$ cat src/hw/rtl/bmv_ram.sv
// generic simple dual-port ram: one write port, one read port, registered read
// no dependencies
`default_nettype none

module bmv_ram #(
  parameter int Width = 8,
  parameter int Depth = 16
) (
  input  wire logic                     clk_i,
  input  wire logic                     we_i,
  input  wire logic [$clog2(Depth)-1:0] waddr_i,
  input  wire logic [Width-1:0]         wdata_i,
  input  wire logic [$clog2(Depth)-1:0] raddr_i,
  output      logic [Width-1:0]         rdata_o
);

  logic [Width-1:0] mem_q [Depth];

  always_ff @(posedge clk_i) begin
    if (we_i) begin
      mem_q[waddr_i] <= wdata_i;
    end
    rdata_o <= mem_q[raddr_i];
  end

endmodule

`default_nettype wire

$ cat config.mk
export PLATFORM = sky130hd
export DESIGN_NAME = bmv_ram
export DESIGN_NICKNAME = d
export VERILOG_FILES = /design/src/hw/rtl/bmv_ram.sv
export SDC_FILE = /design/constraint.sdc
export NUM_CORES = 1
export LEC_CHECK = 0
export ABC_AREA = 1
export BUFFER_PORTS_ARGS = -buffer_cell sky130_fd_sc_hd__buf_2
export CAP_MARGIN = 0
export CORE_AREA = 2 2 106 108
export CTS_CLUSTER_SIZE = 30
export DETAILED_ROUTE_END_ITERATION = 6
export DIE_AREA = 0 0 108 110
export PLACE_DENSITY = 0.74
export SLEW_MARGIN = 20
export SYNTH_ARGS = -nofsm -noshare
export SYNTH_HDL_FRONTEND = slang
export SYNTH_SLANG_ARGS = --single-unit
$ cat constraint.sdc
create_clock -name clk_i -period 1.19 [get_ports clk_i]
set_clock_uncertainty 0.15 [all_clocks]
set_input_delay 0.0595 -clock clk_i [delete_from_list [all_inputs] [get_ports clk_i]]
set_output_delay 0.0595 -clock clk_i [all_outputs]
set_load 0.1 [all_outputs]
-- Word-level counts from Yosys, hierarchy flattened
Memory sizes are Yosys's and may differ from the RTL's. A register that Yosys moved wholly into a read port is not among the register bits.
Index checks and enable logic that the tools add are counted.
Widths: inputs -> output; s select.
- flip-flop bits (word level): 0
- latch bits: 0
- memory bits (writable): 128
- bits in read-only memories: 0
- input port bits: 18
- memories kept: 1
- memory list (memory ; words ; bits a word ; rd ports ; clocked after memory_dff ; wr ports ; line ; RTL):
    mem_q ; 16 ; 8 ; 1 ; 1 ; 1 ; 17 ; logic [Width-1:0] mem_q [Depth];
- $add $sub $neg: 0
- multiply operators: 0
- div/mod/pow operators: 0
- $lt $le $gt $ge: 0
- equality and inequality tests: 0
- shifts and indexed selects: 0
- muxes and demuxes: 2
- bitwise logic cells: 0
- reductions and logical operators: 0
- operator list (operator ; number):
    $mux 1 ; 2

-- Logic depth before layout (Yosys ltp)
- depth in word-level cells: 2
- gate-level depth with buffers: 8
- gate-level depth less buffers: 7

-- Worst setup path before layout
OpenSTA, ideal clock, no wires.
- path kind: input port to flip-flop
- from: in waddr_i[3]
- to: mem mem_q[4][0] (enable)
- data arrival time: 0.640 ns
- required time: 0.670 ns
- path slack: 0.030 ns
- cell stages on the path: 2
- buffers on the path: 0
- cells stage by stage: nand3b_1 > nor2_1
- RTL lines (item ; line ; RTL):
    start: declaration ; 11 ; input wire logic [$clog2(Depth)-1:0] waddr_i,
    end: declaration ; 17 ;
Straight into the memory's write port.

-- Worst setup path after layout
- from: reg rdata_o[0] (read register of mem_q)
- to: out rdata_o[0]
- RTL lines (item ; line ; RTL):
    start: declaration ; 14 ; output logic [Width-1:0] rdata_o
No word-level cell between the ends.

==> out/qor.csv <==
stage;metric;value;unit
grt;Total GRT Usage;0.240;
floorplan;Die Span X;108;µm
worst_setup_path;CP max stage delay;0.37;ns
clock_network;Max Root-Sink Buffers;2;
clock_network;H-tree levels;4;
clock_network;CTS Buf Count;17;
timing;Final WS setup;-0.0720;ns
grt;initial antenna violation count;0;
synth;Area contributors post-synth;edfxtp_1 (67%), nand2_1 (11%), nand3_1 (8.4%);
floorplan;IO Pins;26;
final_layout;antenna cells;0;
routing;ANT nets after route;0;
grt;vias in the first global route;4045;
worst_setup_path;CP Depth;1;
final_layout;Final Instance Area;0.00716;mm²
worst_setup_path;crit path to;rdata_o[0];
place;Final HPWL DP;8080;µm
synth;cells after synthesis;551;
outcome;status;complete, but fails checks;
place;IO buf count;25;
worst_setup_path;R2R cell count;6;
synth;Synth top area share;0.667;
floorplan;die area;0.0119;mm²
hold_path;HP Start;raddr_i[0];
worst_setup_path;Startpoint Class;flip-flop;
routing;drt via density;5.15;
clock_network;Setup Fix Bufs, Post-CTS;0;
worst_setup_path;Worst Path Required;0.98;ns
power_and_ir_drop;PD cells;1560;mW/mm²
worst_setup_path;r2r endpoint;rdata_o[5]$_DFF_P_;
hold_path;min-delay worst type;input port to flip-flop;
routing;via count;3972;
floorplan;chip height;110;µm
final_layout;Syn-to-layout area delta;24.2;%
timing;final setup vio count;8;
worst_setup_path;FF-to-FF Start;mem_q[9][5]$_DFFE_PP_;
routing;WL final;13100;µm
timing;measured slew at the worst slew-check pin;0.402;ns
hold_path;Hold Crit Depth;7;
floorplan;starting density of the core;0.539;
place;RePlAce Congestion;0.864;
synth;post-synthesis sequential area ratio;0.694;
clock_network;CTS tree;built;
routing;Initial DRC Count;330;
routing;Wirelength per Cell;16.9;µm
grt;first-pass GRT wire length;20500;µm
power_and_ir_drop;leak pwr;3.12;nW
place;pre-CTS WS;-0.0401;ns
clock_network;clock root buffer;clkbuf_8;
place;Area after DPL;0.00640;mm²
clock_network;clock slew at reported path FFs;0.06;ns
routing;total iterations of the first detailed-routing run;5;
floorplan;core area;0.0107;mm²
grt;largest net degree at the start of global routing;33;
timing;Slew headroom;0.732;
final_layout;Final nets;637;
worst_setup_path;Crit. Startpoint;rdata_o[0]$_DFF_P_;
synth;leading area contributor after synthesis;edfxtp_1;
worst_setup_path;flop2flop setup slack;0.04;ns
final_layout;leading cell types in the layout, fill and taps excluded;nand2_1 (173), edfxtp_1 (128), inv_1 (99);
timing;Max Slew Vio Count;0;
power_and_ir_drop;peak supply drop;1180;µV
timing;fin crit share;1.06;
worst_setup_path;worst path bufs/invs;1;
timing;clock period minus worst slack;1.26;ns
worst_setup_path;worst-path cell chain;buf_12;
clock_network;Clock Latency Late Sink;0.51;ns
synth;mapped cell area;0.00577;mm²
final_layout;share of cells above drive strength 1;0.185;
timing;RSZ-0062 raised after global routing;yes;
synth;post-synth cell types;12;
floorplan;cell row count;38;
grt;GR Overflow Total;0;
synth;Avg Cell Area, Syn;10.5;µm²
worst_setup_path;Worst Path Arrival;1.05;ns
synth;Ys Warns;0;
job;Max-Cap Viols;0;
outcome;failing checks;setup timing;
worst_setup_path;top fanout value on the critical path;1;
timing;final count of hold timing violations;0;
clock_network;Num Clock Sinks;136;
synth;Synth Net Count;569;
timing;Max Freq;0.792;GHz
worst_setup_path;Slowest cell on crit path;dfxtp_4;
worst_setup_path;cell family with most CP delay;flip-flops;
routing;DRC;0;
final_layout;commonest non-fill, non-tap cell in the layout;nand2_1;
worst_setup_path;WS Path Type;flip-flop to primary output;
synth;#FFs+latches synth;136;
worst_setup_path;Crit. End Element;primary output;
-- logic make-up (layout without fill, tap and decap cells) --
kind of cell,count (synthesis),in the layout,share of synthesized area
AND/OR/NAND/NOR,289,289,0.210
flip-flops,136,136,0.694
buffers and inverters,126,207,0.0952
-- area by class of cell --
cell class | count | area [µm²]
Multi-Input combinational cell | 289 | 1280
Inverter | 102 | 383
Sequential cell | 136 | 4020
Fill cell | 791 | 3530
Timing Repair Buffer | 73 | 771
Clock inverter | 13 | 96.3
Clock buffer | 19 | 442
Tap cell | 140 | 175
-- cell usage after synthesis --
| cell | n |
|---|---|
| buf_1 | 1 |
| dfxtp_1 | 8 |
| buf_4 | 4 |
| buf_6 | 6 |
| nand3_1 | 97 |
| inv_2 | 2 |
| edfxtp_1 | 128 |
| nand2_1 | 173 |
| nand3b_1 | 2 |
| nor2_1 | 17 |
| buf_2 | 13 |
| inv_1 | 100 |
-- metal layers --
metal,global-route usage,routed length (µm),part of all wire
met2,0.399,6570,0.50
met4,0.133,473,0.036
met1,0.295,5080,0.39
met3,0.0500,951,0.073
met5,0,0,0
-- metrics by stage --
stage	power [mW]	hold WS, ns	util	cells	TNS, ns
after floorplan	6.09	0.00837	-	551	0
after global placement	6.52	0.342	0.598	727	-0.0886
after detailed placement	6.55	0.351	0.598	727	-0.817
after CTS	11.2	-0.103	0.661	771	-0.579
after global routing	11.5	0.0312	0.670	772	-0.674
final	11.2	0.0283	0.670	772	-0.415
-- sequential cells by signal (all words and copies together), names as in the netlist --
name     flops
mem_q      128
rdata_o      8
-- power breakdown --
group | leakage, nW | total [mW] | switching [mW] | internal, mW
Clock | 0.253 | 4.67 | 1.99 | 2.68
Combinational | 1.65 | 1.11 | 0.721 | 0.393
Sequential | 1.22 | 5.41 | 0.0515 | 5.36
-- how the worst min path moves through the flow --
stage	to	slack, ns
after floorplan	mem_q[0][0]$_DFFE_PP_	0.008
after global placement	mem_q[3][6]$_DFFE_PP_	0.34
after detailed placement	mem_q[3][3]$_DFFE_PP_	0.35
after CTS	mem_q[3][0]$_DFFE_PP_	-0.10
after global routing	rdata_o[2]$_DFF_P_	0.03
final	rdata_o[2]$_DFF_P_	0.03
-- what timing repair did --
action,4_1_cts,5_1_grt
hold buffers,12,1
gates cloned,0,0
resized for setup,10,21
hold endpoints to repair,137,1
setup endpoints to repair,8,85
pin swaps,0,3
Note: power is estimated with default switching activity, not from simulation.
