**config.mk**
```make
export PLATFORM = sky130hd
export DESIGN_NAME = bmv_argmax
export DESIGN_NICKNAME = d
export VERILOG_FILES = /design/src/hw/rtl/bmv_pkg.sv /design/src/hw/rtl/bmv_argmax.sv
export SDC_FILE = /design/constraint.sdc
export NUM_CORES = 1
export LEC_CHECK = 0
export BUFFER_PORTS_ARGS = -buffer_cell sky130_fd_sc_hd__buf_4
export CAP_MARGIN = 20
export CORE_ASPECT_RATIO = 2
export CORE_MARGIN = 2
export CORE_UTILIZATION = 50
export DETAILED_ROUTE_END_ITERATION = 6
export PLACE_DENSITY_LB_ADDON = 0.12
export SLEW_MARGIN = 10
export SYNTH_ARGS = -nofsm -noshare
export SYNTH_HDL_FRONTEND = slang
export SYNTH_SLANG_ARGS = --single-unit
```
**constraint.sdc**
```tcl
create_clock -name clk_i -period 8.1 [get_ports clk_i]
set_clock_uncertainty 0.1 [all_clocks]
set_input_delay 1.62 -clock clk_i [delete_from_list [all_inputs] [get_ports clk_i]]
set_output_delay 1.62 -clock clk_i [all_outputs]
set_load 0.05 [all_outputs]
```
**src/hw/rtl/bmv_pkg.sv**
```systemverilog
// shared constants, types and helpers of the box match vote table
// no dependencies; bmv_argmax and box_match_vote_table refer to it by scoped names
`default_nettype none

package bmv_pkg;

  localparam int MaxBoxes = 16;
  localparam int VoteW    = 16;
  localparam int MaxLines = 16;
  localparam int IdxW     = $clog2(MaxBoxes);
  localparam int CntW     = $clog2(MaxBoxes + 1);
  localparam int RowW     = MaxBoxes * VoteW;
  localparam int CfgW     = 5;
  localparam int CfgIdxW  = 1;
  localparam int TotalW   = 16;
  localparam int BoxW     = 48;

  typedef enum logic [1:0] {
    OpLoadPrev = 2'd0,
    OpLoadCurr = 2'd1,
    OpMatch    = 2'd2,
    OpReport   = 2'd3
  } opcode_e;

  localparam logic [CfgIdxW-1:0] RegPrevCount = CfgIdxW'(0);
  localparam logic [CfgIdxW-1:0] RegCurrCount = CfgIdxW'(1);

  typedef struct packed {
    logic [11:0] left;
    logic [11:0] top;
    logic [11:0] width;
    logic [11:0] height;
  } box_t;

  // one contender of the best-cell search
  typedef struct packed {
    logic [VoteW-1:0] votes;
    logic [IdxW-1:0]  idx;
  } cand_t;

  // count register clipped to what the tables and the report can hold
  function automatic logic [CntW-1:0] used_count(input logic [CfgW-1:0] c);
    int lim;
    lim = (MaxBoxes < MaxLines) ? MaxBoxes : MaxLines;
    if (int'(c) > lim) return CntW'(lim);
    else return CntW'(c);
  endfunction

  function automatic logic [TotalW-1:0] sat_total(input logic [VoteW-1:0] v);
    logic [VoteW+TotalW-1:0] wide;
    wide = {{TotalW{1'b0}}, v};
    if (wide > (VoteW + TotalW)'({TotalW{1'b1}})) return '1;
    else return wide[TotalW-1:0];
  endfunction

endpackage

`default_nettype wire

```
**src/hw/rtl/bmv_argmax.sv**
```systemverilog
// two-stage reduction tree that finds the first cell with the most votes in a row
// depends on bmv_pkg for widths and the contender type
`default_nettype none

module bmv_argmax (
  input  wire logic                          clk_i,
  input  wire logic                          load_i,
  input  wire logic [bmv_pkg::RowW-1:0]      row_i,
  input  wire logic                          row_valid_i,
  input  wire logic [bmv_pkg::CntW-1:0]      nc_i,
  output      bmv_pkg::cand_t                best_o
);

  localparam int Pow2  = 1 << bmv_pkg::IdxW;
  localparam int Split = (bmv_pkg::IdxW + 1) / 2;
  localparam int N1    = Pow2 >> Split;

  bmv_pkg::cand_t lvl1 [Pow2];
  bmv_pkg::cand_t lvl2 [N1];
  bmv_pkg::cand_t stage_q [N1];

  // the higher index wins only when strictly larger, so ties keep the first
  function automatic bmv_pkg::cand_t pick(input bmv_pkg::cand_t a, input bmv_pkg::cand_t b);
    if (b.votes > a.votes) return b;
    else return a;
  endfunction

  always_comb begin
    for (int k = 0; k < Pow2; k++) begin
      lvl1[k].idx   = bmv_pkg::IdxW'(k);
      lvl1[k].votes = '0;
    end
    // cells outside the used range and unwritten rows count as zero
    for (int k = 0; k < bmv_pkg::MaxBoxes; k++) begin
      if (row_valid_i && (k < int'(nc_i))) begin
        lvl1[k].votes = row_i[k*bmv_pkg::VoteW +: bmv_pkg::VoteW];
      end
    end
    for (int l = 0; l < Split; l++) begin
      for (int k = 0; k < Pow2 / 2; k++) begin
        if (k < (Pow2 >> (l + 1))) begin
          lvl1[k] = pick(lvl1[2*k], lvl1[2*k+1]);
        end
      end
    end
  end

  always_ff @(posedge clk_i) begin
    if (load_i) begin
      for (int k = 0; k < N1; k++) begin
        stage_q[k] <= lvl1[k];
      end
    end
  end

  always_comb begin
    for (int k = 0; k < N1; k++) begin
      lvl2[k] = stage_q[k];
    end
    for (int l = 0; l < bmv_pkg::IdxW - Split; l++) begin
      for (int k = 0; k < N1; k++) begin
        if (2*k + 1 < (N1 >> l)) begin
          lvl2[k] = pick(lvl2[2*k], lvl2[2*k+1]);
        end
      end
    end
    best_o = lvl2[0];
  end

endmodule

`default_nettype wire

```
# Word-level counts from Yosys, hierarchy flattened
# Memories as Yosys holds them, arrays and structs flattened.
# Index checks and enable logic that the tools add are counted.
# totals
register_bits,0
ram_bits,80
input_bits,264
word_cells,81
mem_count,1
# mem_list
name,words,width,read_ports,rd_ports_with_merged_regs,wr,line,text
stage_q,4,20,4,0,4,bmv_argmax.sv:20,bmv_pkg::cand_t stage_q [N1];
# op_classes
n_lt_le_gt_ge,31
muxes,33
reduce_logical,16
# ops
operator,count
20-bit 2-to-1 mux,15
16-bit 2-to-1 mux,16
16-bit greater-than comparator,15
"4-bit by 5-bit < comparator with 1-bit output, first input constant",8
"3-bit by 5-bit < comparator with 1-bit output, first input constant",4
1-bit logical AND,16
"1-bit by 5-bit < comparator with 1-bit output, first input constant",2
"2-bit by 5-bit < comparator with 1-bit output, first input constant",2
1-bit 2-to-1 mux,2

# Logic depth before layout (Yosys ltp)
# Gate-level depths: netlist of the first run.
# logic_depth
depth_word,7
depth_mapped,27

# Least setup slack after synthesis of the first run
# OpenSTA, ideal clock, no wires.
# synth_path
kind,input -> register
startpoint,input nc_i[3] (netlist bit)
endpoint,"memory stage_q[2][16] (netlist bit), data pin"
setup_time_ns,0.260
arrival_ns,6.344
t_required_ns,7.740
path_slack_ns,1.396
path_stages,22
path_cell_list,clkbuf_1 > o21ai_0 > a21oi_1 > clkbuf_8 > nand2_1 > ha_1 > nand4_1 > or4_4 > a21oi_2 > nor3_2 > nor2_4 > buf_12 > mux2i_1 > inv_1 > ha_1 > nor2b_1 > o211ai_1 > a21oi_1 > o31a_1 > o31ai_1 > buf_2 > mux2_2
# synth_lines
element,line,text
"start, declared",bmv_argmax.sv:10,"input wire logic [bmv_pkg::CntW-1:0] nc_i,"
"end, declared",bmv_argmax.sv:20,

==> results of run 1 <==
## worst min-delay path, cell delays in order
cell,delay [ns]
buf_4,0.11
nand2_1,0.06
mux2_4,0.15
mux2i_1,0.06
## logic make-up (layout without fill, tap and decap cells)
kind of cell | count (synthesis) | in the layout | synth area share
buffers and inverters | 293 | 534 | 0.101
flip-flops | 72 | 72 | 0.173
adder cells (fa/ha/maj) | 240 | 240 | 0.240
multiplexers | 215 | 215 | 0.181
AO/OA/AOI/OAI | 254 | 254 | 0.129
AND/OR/NAND/NOR | 470 | 470 | 0.175
## power breakdown
group	leakage, nW	switching [mW]	internal, mW
Combinational	7.22	1.25	0.822
Sequential	0.692	0.0468	0.514
Clock	0.119	0.147	0.200
## stage by stage
| stage | area [sq um] | cells | worst slack [ns] | utilization |
|---|---|---|---|---|
| 3_3_place_gp | 14800 | 2103 | 0.800 | 0.603 |
| 2_1_floorplan | 12500 | 1544 | 1.40 | - |
| 4_1_cts | 15000 | 2116 | 0.960 | 0.613 |
| 6_report | 15000 | 2117 | 0.854 | 0.613 |
| 3_5_place_dp | 14800 | 2103 | 0.624 | 0.603 |
| 5_1_grt | 15000 | 2117 | 0.478 | 0.613 |
## synthesized netlist by cell type, types with 2 or more instances
cell type  number  area share
inv_2           2     0.00060
nand2_1       282       0.085
o21a_1         19       0.011
buf_2          15      0.0060
o2bb2ai_1       2      0.0014
or2_2           3      0.0015
nor4_1          6      0.0030
nor2b_1        26       0.013
edfxtp_1       72        0.17
and2_1         21       0.011
buf_4          24       0.014
nand4_1        52       0.026
or4_1           3      0.0018
o31ai_1         5      0.0030
mux2i_1       150        0.12
o211ai_1       13      0.0078
inv_1         211       0.063
o31a_1          4      0.0028
a21oi_4         2      0.0026
a31oi_1        17      0.0085
a21o_1         15      0.0090
and3_1         16      0.0080
a2111oi_0       6      0.0042
a2111oi_2       2      0.0024
a21boi_1        2      0.0012
or3_1           5      0.0025
a211oi_1       13      0.0078
mux2_2         56       0.050
a2111o_1        2      0.0018
clkbuf_1       34       0.010
nor2_1         30      0.0090
o21ai_0        31       0.012
nand3_1        10      0.0040
ha_1          240        0.24
buf_6           3      0.0027
mux2_4          9       0.011
a21oi_1       110       0.044
nor3_1          7      0.0028
## final timing paths
path	startpoint	endpoint	slack [ns]	cells past startpoint
min	row_i[253]	stage_q[3][17]	1.72	4
max	stage_q[1][15]	best_o[11]	0.85	15
## layer usage
metal  vias to the layer above  GRT usage  wire length (microns)
met4                         0      0.140                   2010
met2                       331      0.528                  19400
li1                       5900          -                      -
met1                      5450      0.277                  13100
met3                        97     0.0244                   1360
met5                         -          0                      0
## cell type report
| class | count | area, sq um |
|---|---|---|
| tap | 332 | 415 |
| clock inverter | 4 | 25.0 |
| clock buffer | 9 | 225 |
| multi-input combinational | 1179 | 9100 |
| timing repair buffer | 308 | 2310 |
| inverter | 213 | 800 |
| fill | 2332 | 9490 |
| sequential | 72 | 2160 |
==> results.cfg, run 1 <==
[sta]
slew_headroom = 0.275
holdWs_ns = 1.72
rsz0062_at_grt = no
finalCritPeriodShare = 0.895
hold_viol_final = 0
max_clock_freq_mhz = 138
fin_crit_ns = 7.25
slew_violations = 0
finalSetupViolCount = 0
worst_pin_slew_ns = 1.09
tns_ns = 0

[synthesis]
synthCells = 1544
syn-cell-area_sq_um = 12500
ys_seq_area_frac = 0.173
ys.flop_type = edfxtp_1
syn-num-nets = 2048
synth-async-reset-ratio = 0
synth-edff-count = 72
avgSynthCellArea_sq_um = 8.10
yosys_register_bits = 72
yosysUniqueCellTypes = 62
ys_warn_count = 0

[setup_path]
cp_cell_sequence = ha_1 -> nand4_1 -> a2111oi_0 -> a2111oi_0 -> a21oi_2 -> buf_4 -> mux2i_1 -> ha_1 -> a21oi_1 -> a2111oi_0 -> nor4b_1 -> nor2_2 -> buf_4 -> mux2i_1 -> buf_4
worstPathArrival_ns = 5.53
critPathMaxFanout = 10
critPathRequiredTime_ns = 6.38
critPathLaunchType = flop
crit_buf_inv = 3
critPathKind = reg -> out
crit_path_max_incr_delay_ns = 0.62
cp-end-kind = output pin
critPathTopFamily = compound AO/OA/AOI/OAI gates
slowest_stage = a21oi_2

[clocking]
htreeDepth = 3
cts_resized = 0
cts_buffers = 9
clock-root-buffer = clkbuf_16
cts_tree = yes
cts.reportedPaths.clkPinSlew_ns = 0.06
cts_buffer_depth = 2
hold_buffers = 0
cts_setup_buffers = 0
clkSinkCount = 72

[route]
postRouteAntennaNets = 0
wl_mm = 35.8
vias = 11800
firstDrtPassIters = 4
wl_per_cell_microns = 16.9
vias_per_cell = 5.56
drc = 0
drt_iter0_drc = 400

[layout]
most-common-layout-cells = buf_4, nand2_1, ha_1, inv_1, mux2i_1
reg_top3 = stage_q x72
diodes = 0
nNetsFinal = 2287
largest_reg_flops = 72
largest-register = stage_q
area_growth_pct = 20.2
drive_gt1_frac = 0.229
final_common_cell = buf_4

[power_and_ir_drop]
leakagePower_nw = 8.03
power_density_nw_per_um2 = 198
vdd_ir_drop_max_mv = 0.168
power_mw = 2.98

[job]
cap_violations = 0

[floorplan]
io_pins = 284
die_h_microns = 228
initial_core_util = 0.510
coreArea_sq_um = 24500
die_w_microns = 116
design.die.area_sq_um = 26400
std_cell_rows = 81

[worst_hold_path]
hp-class = in -> reg

[run_status]
status = finished, final reports clean

[global_route]
grt_pass1_wl_mm = 56.9
grt_antenna_before_repair = 0
grt_overflow = 0
grtUsageTotal = 0.272
grt_max_degree = 73
first_global_vias = 12200

[placed_design]
dp_hpwl_mm = 30.9
port_buffers = 283
routabilityCongestion = 0.936
Power figures use the tool's default switching activity.
==> inputs of run 2 (changes only) <==
ABC_AREA = 1   (was not set)
SLEW_MARGIN = 20   (was 10)
==> run 2 against run 1 <==
Effect of this change: the run now ends with design-rule violations left; die area is 7.2% higher; critical path depth up 3; worst hold slack worse by 0.11 ns; critical path type unchanged.
==> results.cfg, run 2 <==
[power_and_ir_drop]
power_frac_clock = 0.075
leakagePower_nw = 9.77
power_density_nw_per_um2 = 340
internal_power_mw = 2.20
seq_power_share = 0.124
p_sw_mw = 3.26
power_mw = 5.46
vdd_ir_drop_max_mv = 0.459
swShare = 0.597
combPwrFrac = 0.801

[placed_design]
dp_cells = 2786
routabilityCongestion = 0.965
dp_slack_ns = 1.09
port_buffers = 283
dp_hpwl_mm = 38.2

[sta]
slew_headroom = 0.366
holdWs_ns = 1.61
setup_slack_ns = 1.27
fin_crit_ns = 6.83
worst_pin_slew_ns = 0.951
finalCritPeriodShare = 0.844
max_clock_freq_mhz = 146
hold_viol_final = 0
tns_ns = 0
finalSetupViolCount = 0
slew_violations = 0
rsz0062_at_grt = no

[global_route]
grt_max_degree = 73
grt_antenna_before_repair = 0
grt_overflow = 0
grtUsageTotal = 0.318
first_global_vias = 15000
grt_pass1_wl_mm = 71.2

[clocking]
cts_resized = 0
clkSinkCount = 72
cts.reportedPaths.clkPinSlew_ns = 0.06
cts_setup_buffers = 0
htreeDepth = 3
cts_buffers = 9
cts_tree = yes
cts_buffer_depth = 2
hold_buffers = 0
clock-root-buffer = clkbuf_16

[setup_path]
worstPathArrival_ns = 5.11
critPathMaxFanout = 20
critPathLaunchType = flop
critPathRequiredTime_ns = 6.38
cp-end-kind = output pin
critPathKind = reg -> out

[synthesis]
synth-edff-count = 72
yosys_register_bits = 72
synth_top_area_frac = 0.233
synth_commonest_cells = nand2_1, nand3_1, inv_1
ys_warn_count = 0
synthCells = 2214
yosysMostFrequentCell = nand2_1
synth_area_leaders = nand2_1, ha_1, edfxtp_1
ys_seq_area_frac = 0.161
synth-async-reset-ratio = 0
syn-cell-area_sq_um = 13400
yosysTopAreaCell = nand2_1
syn-num-nets = 2718
yosysUniqueCellTypes = 29
ys.flop_type = edfxtp_1
avgSynthCellArea_sq_um = 6.07

[route]
wl_mm = 44.8
wl_per_cell_microns = 16.0
route.top_layer_used = met4
postRouteAntennaNets = 0
wl_met1_mm = 16.4
drc = 1
vias = 15100
route.met3.wl_mm = 1.80
vias_per_cell = 5.38
drt_iter0_drc = 784
firstDrtPassIters = 7
met2WireLength_mm = 23.5

[run_status]
violations = design-rule violations
status = finished, violations left

[layout]
fillers = 2652
largest_reg_flops = 72
final_cells = 2802
drive_gt1_frac = 0.143
final_common_cell = nand2_1
nNetsFinal = 2957
most-common-layout-cells = nand2_1, nand3_1, buf_4, inv_1, ha_1
area_growth_pct = 19.5
reg_top3 = stage_q x72
largest-register = stage_q
diodes = 0

[floorplan]
die_h_microns = 236
die_w_microns = 120
design.die.area_sq_um = 28300
initial_core_util = 0.509
coreArea_sq_um = 26400
std_cell_rows = 84
io_pins = 284

[job]
cap_violations = 0

[worst_hold_path]
hp-class = in -> reg
[run 2: cell types whose count changed in the layout (fill, tap and decap cells not counted), moves of 14 or more]
cell	delta
inv_1	+60
nand2_1	+553
nor2_1	+46
and3_1	-16
a31oi_1	-16
nand3_1	+339
mux2i_1	-150
nor2b_1	-26
nand4_1	-36
and2_1	+59
o21a_1	-15
mux2_2	-56
nand2_2	+14
[run 2: power by group through the flow]
stage,Clock [mW],Combinational [mW],Sequential [mW]
2_1_floorplan,0,3.32,0.643
3_3_place_gp,0,4.29,0.679
3_5_place_dp,0,4.33,0.677
4_1_cts,0.416,4.35,0.674
5_1_grt,0.428,4.78,0.686
6_report,0.412,4.37,0.675
[run 2: final timing paths]
check          start            end  slack [ns]  depth (start not counted)
min        row_i[64]  stage_q[1][4]        1.61                          5
max    stage_q[3][9]     best_o[11]        1.27                         18
[run 2: area by class of cell]
class | instances | area (sq um) | share of cell area
clock buffer | 10 | 229 | 0.0143
clock inverter | 6 | 68.8 | 0.00429
inverter | 281 | 1050 | 0.0657
multi-input combinational | 1780 | 9790 | 0.610
sequential | 72 | 2160 | 0.135
tap | 344 | 430 | 0.0268
timing repair buffer | 309 | 2320 | 0.144
[run 2: kinds of logic (layout without fill, tap and decap cells)]
kind of cell	after synthesis	count (layout)	synth area share
and+or+nand+nor	1383	1383	0.441
DFF	72	72	0.161
AOI/OAI and AO/OA	157	157	0.0638
buffers and inverters	362	606	0.110
adders and majority gates	240	240	0.224
[run 2: through the flow]
stage | utilization | instance area (sq um)
finish | 0.609 | 16100
global route | 0.609 | 16100
CTS | 0.609 | 16100
detailed placement | 0.597 | 15800
global placement | 0.597 | 15800
floorplan | - | 13400
[run 2: critical path, stage by stage, from the launching register on]
cell and delay (ns):
edfxtp_1 0.47, ha_1 0.35, a21oi_1 0.15, nor2_1 0.06
nor2_1 0.09, nand2_1 0.07, nand2_1 0.05, nand2_1 0.40
nand2_1 0.70, nand2_1 0.14, and2_1 0.21, ha_1 0.30
nand2_1 0.07, nor2_1 0.14, nand4_1 0.16, o21ai_2 0.63
nand3_1 0.35, nand2_1 0.19, buf_4 0.21
[run 2: metal layers]
metal,vias up,track usage
li1,7678,-
met1,6788,0.320
met2,481,0.604
met3,139,0.0312
met4,0,0.206
met5,-,0
==> inputs of run 3 (changes only) <==
clock period = 6.6 ns   (was 8.1 ns; I/O delays follow)
==> run 3 against run 2 <==
Effect of this change: the flow now finishes without violations; via count grew 1.6%; sequential share of layout area down 0.082 points; die area unchanged; clock power is 29% higher; worst setup slack worse by 0.79 ns; worst hold slack worse by 0.31 ns; design area up 0.62%.
==> results.cfg, run 3 (synthesis results as in run 2) <==
[sta]
slew_violations = 0
finalSetupViolCount = 0
finalCritPeriodShare = 0.927
fin_crit_ns = 6.12
hold_viol_final = 0
slew_headroom = 0.338
worst_pin_slew_ns = 0.993
tns_ns = 0
rsz0062_at_grt = no
max_clock_freq_mhz = 163

[setup_path]
worstPathArrival_ns = 4.70
crit_path_max_incr_delay_ns = 0.51
critPathTopFamily = simple AND/OR/NAND/NOR gates
critPathMaxFanout = 20
cp-end-kind = output pin
critPathKind = reg -> out
crit_buf_inv = 2
crit_end = best_o[17]
critPathRequiredTime_ns = 5.18
cp_cell_sequence = ha_1 -> nand4_1 -> nor3_1 -> nand2_1 -> nand2_1 -> nand2_1 -> nand2_1 -> nand2_1 -> ha_1 -> nand2_1 -> nor2_1 -> nand4_1 -> o21ai_2 -> buf_4 -> nand3_1 -> nand2_1 -> buf_4
crit_cells = 17
slowest_stage = nand2_1
path_common_cell = nand2_1
crit_path_start = stage_q[1][15]
critPathLaunchType = flop

[run_status]
status = finished, final reports clean

[placed_design]
port_buffers = 283
dpl_cell_area_sq_um = 15800
routabilityCongestion = 0.932
dp_hpwl_mm = 40.4

[layout]
largest-register = stage_q
diodes = 0
reg_top3 = stage_q x72
area_growth_pct = 20.2
fillers = 2713
most-common-layout-cells = nand2_1, nand3_1, buf_4, inv_1, ha_1
final_common_cell = nand2_1
largest_reg_flops = 72
multi_input_area_sq_um = 9790
drive_gt1_frac = 0.146
fin_area_sq_um = 16200
nNetsFinal = 2968
seqCellArea_sq_um = 2160

[clocking]
cts_resized = 0
clkSinkCount = 72
cts_setup_buffers = 0
htreeDepth = 3
cts_tree = yes
cts.reportedPaths.clkPinSlew_ns = 0.06
clock-root-buffer = clkbuf_16
hold_buffers = 0
cts_buffer_depth = 2
cts_buffers = 9

[global_route]
grtUsageTotal = 0.332
grt_max_degree = 73
grtUsageMet1 = 0.326
grt_use_met3 = 0.0273
grt_overflow = 0
grt.met2_usage = 0.649
grt_antenna_before_repair = 0
grt-busiest-layer = met2
grt_pass1_wl_mm = 74.6
first_global_vias = 15700

[job]
cap_violations = 0

[power_and_ir_drop]
vdd_ir_drop_max_mv = 0.734
power_density_nw_per_um2 = 418
leakagePower_nw = 9.84

[floorplan]
die_w_microns = 120
std_cell_rows = 84
coreArea_sq_um = 26400
design.die.area_sq_um = 28300
initial_core_util = 0.509
die_h_microns = 236
io_pins = 284

[route]
firstDrtPassIters = 6
vias = 15300
drc = 0
vias_per_cell = 5.45
drt_iter0_drc = 807
wl_per_cell_microns = 16.8
wl_mm = 47.2
postRouteAntennaNets = 0

[worst_hold_path]
hp-class = in -> reg
## run 3: cell count changes in the layout (fill, tap and decap cells not counted), sizes merged
cell,change
clkbuf,+1
inv,-1
buf,+11
clkinv,+2
clkinvlp,-3
bufinv,+1
## run 3: final cells by class
cell class                 instances  area share
clock buffer                      11      0.0144
clock inverter                     5     0.00503
inverter                         281      0.0653
multi-input combinational       1780       0.606
sequential                        72       0.134
tap                              344      0.0266
timing repair buffer             320       0.149
## run 3: stage by stage
stage,power (mW),util,hold slack [ns],instances,setup slack (ns)
after detailed placement,6.19,0.600,1.67,2797,0.258
final,6.75,0.612,1.30,2813,0.479
after global routing,7.29,0.612,1.33,2813,0.101
after global placement,6.11,0.600,1.66,2797,0.334
after floorplan,4.87,-,1.33,2214,1.25
after CTS,6.74,0.612,1.30,2813,0.461
## run 3: worst min-delay path by stage
stage,from,endpoint,slack (ns),cells after the start
floorplan,load_i,stage_q[0][0],1.33,0
CTS,row_i[230],stage_q[3][10],1.30,5
detailed placement,row_i[230],stage_q[3][10],1.67,5
finish,row_i[230],stage_q[3][10],1.30,5
global route,row_i[225],stage_q[3][5],1.33,5
global placement,row_i[230],stage_q[3][10],1.66,5
## run 3: metal layers
layer  wire length, microns  vias up
li1                       -     7685
met1                  16800     6943
met2                  25400      541
met3                   1810      156
met4                   3180        0
met5                      0        -
## run 3: report_power, final
group | switching (mW) | total (mW) | internal (mW) | leakage [nW]
combinational | 3.66 | 5.38 | 1.72 | 9.00
sequential | 0.0954 | 0.836 | 0.741 | 0.697
clock | 0.202 | 0.533 | 0.331 | 0.150
total | 3.96 | 6.75 | 2.79 | 9.84
